### config.mk
export PLATFORM = sky130hd
export DESIGN_NAME = gce_ser
export DESIGN_NICKNAME = d
export VERILOG_FILES = /design/src/sv/gce_pkg.sv /design/src/sv/gce_ser.sv
export VERILOG_INCLUDE_DIRS = /design/src /design/src/sv
export SDC_FILE = /design/constraint.sdc
export NUM_CORES = 1
export LEC_CHECK = 0
export BUFFER_PORTS_ARGS = -buffer_cell sky130_fd_sc_hd__buf_4
export CAP_MARGIN = 20
export CORE_MARGIN = 10
export CORE_UTILIZATION = 55
export CTS_BUF_LIST = sky130_fd_sc_hd__clkbuf_8
export DETAILED_ROUTE_END_ITERATION = 8
export HOLD_SLACK_MARGIN = 0.02
export PLACE_DENSITY_LB_ADDON = 0.08
export SKIP_CTS_REPAIR_TIMING = 1
export SYNTH_ARGS = -nofsm -noshare
export SYNTH_HDL_FRONTEND = slang
export SYNTH_SLANG_ARGS = --single-unit
### constraint.sdc
create_clock -name clk -period 21.5 [get_ports clk]
set_clock_uncertainty 0.05 [all_clocks]
set_input_delay 6.45 -clock clk [delete_from_list [all_inputs] [get_ports clk]]
set_output_delay 6.45 -clock clk [all_outputs]
set_load 0.05 [all_outputs]
### src/sv/gpio_controller_edge_interrupts_macros.svh
// Assertion helpers shared by the top module and the serializer.
`ifndef GPIO_CONTROLLER_EDGE_INTERRUPTS_MACROS_SVH
`define GPIO_CONTROLLER_EDGE_INTERRUPTS_MACROS_SVH

`ifndef NO_ASSERTIONS
`define GCE_ASSERT_SAME(lbl, ante, cons) \
    lbl: assert property (@(posedge clk) disable iff (!rst_n) (ante) |-> (cons)) \
        else $error("assertion failed");
`define GCE_ASSERT_NEXT(lbl, ante, cons) \
    lbl: assert property (@(posedge clk) disable iff (!rst_n) (ante) |=> (cons)) \
        else $error("assertion failed");
`else
`define GCE_ASSERT_SAME(lbl, ante, cons)
`define GCE_ASSERT_NEXT(lbl, ante, cons)
`endif

`endif

### src/sv/gce_pkg.sv
package gce_pkg;

    localparam int PORT_COUNT    = 4;
    localparam int PINS_PER_PORT = 32;
    localparam int NUM_CFG       = 4;
    localparam int PORT_IDX_W    = (PORT_COUNT > 1) ? $clog2(PORT_COUNT) : 1;

    localparam logic [31:0] PIN_MASK =
        32'((64'd1 << PINS_PER_PORT) - 64'd1);
    localparam logic [31:0] VERSION_VALUE = 32'h0100_0000;

    typedef enum logic [1:0] {
        CMD_READ  = 2'd0,
        CMD_WRITE = 2'd1,
        CMD_PIN   = 2'd2
    } gce_cmd_t;

    typedef enum logic [3:0] {
        REG_VERSION    = 4'd0,
        REG_CONFIG     = 4'd1,
        REG_SOFT_RESET = 4'd2,
        REG_SCRATCH    = 4'd3,
        REG_IRQ_ENABLE = 4'd4,
        REG_IRQ_STATUS = 4'd5,
        REG_PIN_LEVEL  = 4'd6,
        REG_PRESENT    = 4'd7,
        REG_OUT_VALUE  = 4'd8,
        REG_DIRECTION  = 4'd9,
        REG_FALL_EN    = 4'd10,
        REG_RISE_EN    = 4'd11,
        REG_PIN_INT_EN = 4'd12,
        REG_PENDING    = 4'd13
    } gce_reg_t;

    typedef struct packed {
        logic [1:0]        cmd;
        logic [3:0]        port_index;
        logic [3:0]        reg_select;
        logic [31:0]       write_data;
        logic [4:0]        pin_index;
        logic signed [1:0] pin_level;
    } gce_item_t;

    typedef struct packed {
        logic [PORT_COUNT-1:0][31:0] out_value;
        logic [PORT_COUNT-1:0][31:0] direction;
        logic [PORT_COUNT-1:0][31:0] rise_enable;
        logic [PORT_COUNT-1:0][31:0] fall_enable;
        logic [PORT_COUNT-1:0][31:0] pin_int_enable;
        logic [PORT_COUNT-1:0][31:0] pending;
        logic [PORT_COUNT-1:0][31:0] level_seen;
        logic [PORT_COUNT-1:0][31:0] ext_level;
        logic [PORT_COUNT-1:0][31:0] ext_driven;
        logic [PORT_COUNT-1:0][31:0] drv_mask;
        logic [PORT_COUNT-1:0][31:0] drive_level;
        logic [31:0]                 soft_reset;
        logic [31:0]                 scratch;
        logic [PORT_COUNT-1:0]       irq_enable;
        logic [PORT_COUNT-1:0]       irq_status;
        logic                        irq;
    } gce_state_t;

    // soft reset held, everything else cleared
    localparam gce_state_t STATE_RESET = '{soft_reset: 32'd1, default: '0};

    typedef struct packed {
        logic [31:0]                 rd;
        logic                        err;
        logic                        irq;
        logic [PORT_COUNT-1:0][31:0] drv_en;
        logic [PORT_COUNT-1:0][31:0] drv_val;
    } gce_snap_t;

endpackage

### src/sv/gce_ser.sv
`include "gpio_controller_edge_interrupts_macros.svh"

module gce_ser
    import gce_pkg::*;
(
    input  logic        clk,
    input  logic        rst_n,
    input  logic        push_valid,
    output logic        push_ready,
    input  gce_snap_t   snap,
    output logic        out_valid,
    input  logic        out_ready,
    output logic [31:0] read_data,
    output logic        access_error,
    output logic        irq_level,
    output logic [1:0]  report_port,
    output logic [31:0] drive_enable,
    output logic [31:0] drive_value,
    output logic        last
);

    gce_snap_t             snap_reg;
    logic                  valid_reg;
    logic                  valid_next;
    logic [PORT_IDX_W-1:0] beat_reg;
    logic [PORT_IDX_W-1:0] beat_next;
    logic                  is_last;
    logic                  done;
    logic                  push;

    assign is_last    = beat_reg == PORT_IDX_W'(PORT_COUNT - 1);
    assign done       = valid_reg && out_ready && is_last;
    assign push_ready = !valid_reg || done;
    assign push       = push_valid && push_ready;

    always_comb
    begin
        valid_next = valid_reg;
        beat_next  = beat_reg;
        if (push)
        begin
            valid_next = 1'b1;
            beat_next  = '0;
        end
        else if (done)
        begin
            valid_next = 1'b0;
            beat_next  = '0;
        end
        else if (valid_reg && out_ready)
        begin
            beat_next = beat_reg + 1'b1;
        end
    end

    always_ff @(posedge clk or negedge rst_n)
    begin
        if (!rst_n)
        begin
            valid_reg <= 1'b0;
            beat_reg  <= '0;
        end
        else
        begin
            valid_reg <= valid_next;
            beat_reg  <= beat_next;
        end
    end

    always_ff @(posedge clk)
    begin
        if (push)
        begin
            snap_reg <= snap;
        end
    end

    assign out_valid    = valid_reg;
    assign read_data    = snap_reg.rd;
    assign access_error = snap_reg.err;
    assign irq_level    = snap_reg.irq;
    assign report_port  = 2'(beat_reg);
    assign drive_enable = snap_reg.drv_en[beat_reg];
    assign drive_value  = snap_reg.drv_val[beat_reg];
    assign last         = is_last;

    `GCE_ASSERT_NEXT(a_beat_step, out_valid && out_ready && !last,
                     out_valid && report_port == $past(report_port) + 2'd1)
    `GCE_ASSERT_SAME(a_push_on_last, push && valid_reg, out_ready && last)
    `GCE_ASSERT_NEXT(a_drain, out_valid && out_ready && last && !push_valid, !out_valid)

endmodule

==> metrics.txt <==
dominant cell type by area after synthesis=edfxtp_1; drt pass-1 iters=4; Worst-path clk slew=0.06 ns; CTS tree=built; Die Wd=159 microns; hold wc startpoint=out_valid; final WL=27.2 mm; Leakage=5.49 nW; Die Ht=159 microns; hpwl dp=20.6 mm; met2 Usage GRT=37.6%; WS Path Type=primary input to output pin; clk sinks=293; DR WL/cell=24.6 microns; via count=5738; synth top area cells=edfxtp_1, mux4_2, buf_4; CP startpoint kind=primary input; Tot Pwr=1.82 mW; CP max FO=4; Setup crit end kind=output pin; std cell rows=50; Area Growth Syn to Fin=35.5%; final cycle utilization of the critical path=64.2%; syn avg cell area=25.7 sq um; CP peak stage delay=0.42 ns; final net count=1113; Reg-to-Reg Start=report_port[0]; Synth top area share=81.8%; Setup TNS=0 ns; CP Data Required Time=15.00 ns; Cell Area, Synth=10600 sq um; hold path cells=1; Worst R2R Setup Slack=17.13 ns; Hold Crit Class=register to register; commonest non-fill, non-tap cell in the layout=buf_4; worst slew pin tran=0.988 ns; crit path DAT=7.30 ns; met3 Use GR=10.0%; max-slew violations=0; final hold vios=0; clk buf depth=3; Largest register FFs=256; Min Clock Period, post-route=13.80 ns; CTS buffer count=46; CP max stage cell=a21boi_0; fraction of layout cells with a size suffix above 1=61.8%; Min-Delay Endpoint=report_port[0]; grt total ovfl=0; Storage cell area=8790 sq um; Mapped Nets=709; placed instance area=13700 sq um; grt met1 use=20.6%; clk_lat worst skew=0.52 ns; Worst slew margin=34.1%; #FFs+latches synth=293; Reg2Reg Capture Point=read_data[16]; vias in the first global route=6578; io pins=397; Syn. warnings=0; Critical path buffers and inverters=3; GRT Total Usage=20.9%; Max Clock Freq=0.0725 GHz; I/O Buffers=396; status=complete, no violations; post-route ant nets=0; H-tree depth=2; die area=25300 sq um; via density per instance=5.20; residual DRC count=0; busiest grt layer=met2; most frequent cells in the layout=buf_4, edfxtp_1, mux4_2; Multi-input gate area=1520 sq um; cells on worst reg2reg path=6; worst vdd ir=0.0000888 V; gate count of the mapped netlist=414; Initial Utilization=56.4%; initial antenna violation count=1; hold slack=0.630 ns; Synth cell types=18; RSZ-0062 raised after global routing=false; worst-path cell chain=buf_4, a21boi_0, inv_1, buf_4; CP top delay family=buffers and inverters; Max-Cap Viols=0; post-route design area=14400 sq um; register area share after synthesis=82.5%; most frequent CP cell=buf_4; fill cell count=1108; clock root buffer=clkbuf_8; gp weighted congestion=0.803; final setup violation count=0; Core Area=18900 sq um; first-pass GRT wire length=39.6 mm; largest net degree at the start of global routing=82; Power Dens Cells=126 nW/um^2; initial DRC count=265
[stage by stage]
stage | instances | utilization, % | setup slack [ns]
after floorplan | 414 | - | 1.26
after global placement | 1030 | 72.3 | 7.73
after detailed placement | 1030 | 72.3 | 7.68
after CTS | 1103 | 76.4 | 7.68
after global routing | 1103 | 76.4 | 7.59
final | 1104 | 76.4 | 7.70
[kinds of logic after synthesis]
logic type | share of synthesized area, %
and+or+nand+nor | 0.247
adders and majority gates | 0.117
DFF | 82.5
buffers and inverters | 3.28
muxes | 13.6
AOI/OAI and AO/OA | 0.247
[where the power goes]
| group | internal (mW) | switching, mW | leakage [nW] | total [mW] |
|---|---|---|---|---|
| clock network | 0.206 | 0.192 | 0.451 | 0.398 |
| logic | 0.246 | 0.435 | 2.37 | 0.681 |
| registers | 0.705 | 0.0376 | 2.67 | 0.742 |
[how the worst max path moves through the flow]
| stage | depth (start not counted) | to | start | slack (ns) |
|---|---|---|---|---|
| after floorplan | 2 | access_error | out_ready | 1.26 |
| after global placement | 4 | push_ready | out_ready | 7.73 |
| after detailed placement | 4 | push_ready | out_ready | 7.68 |
| after CTS | 4 | push_ready | out_ready | 7.68 |
| after global routing | 4 | push_ready | out_ready | 7.59 |
| final | 4 | push_ready | out_ready | 7.70 |
[final cells by class]
cell class / count / area share, %
Sequential cell: 293 / 60.9
Timing Repair Buffer: 402 / 20.9
Multi-Input combinational cell: 74 / 10.6
Clock buffer: 49 / 4.67
Tap cell: 260 / 2.25
Clock inverter: 24 / 0.642
Inverter: 1 / 0.0260
Antenna cell: 1 / 0.0173
[layer usage]
layer / routed length [microns] / part of all wire [%]
met1: 8510 / 31
met4: 714 / 2.6
met2: 14700 / 54
met5: 13 / 0.048
met3: 3180 / 12
[cells in the mapped netlist (all sizes together)]
| cell | count |
|---|---|
| nor2 | 1 |
| nand2 | 1 |
| mux4 | 64 |
| dfrtp | 3 |
| clkbuf | 1 |
| and3 | 1 |
| inv | 1 |
| nor2b | 1 |
| edfxtp | 290 |
| a32o | 1 |
| a21boi | 1 |
| ha | 1 |
| a22o | 1 |
| mux2i | 1 |
| buf | 45 |
| or2 | 1 |
[worst register-to-register path: cells and delay by family (launching register included)]
family / cells / cell delay, ns
compound gates: 1 / 0.21
fa+ha+maj: 1 / 0.38
buf+inv: 3 / 2.41
flops: 1 / 0.74
simple gates: 1 / 0.16
(Power assumes the default switching activity.)
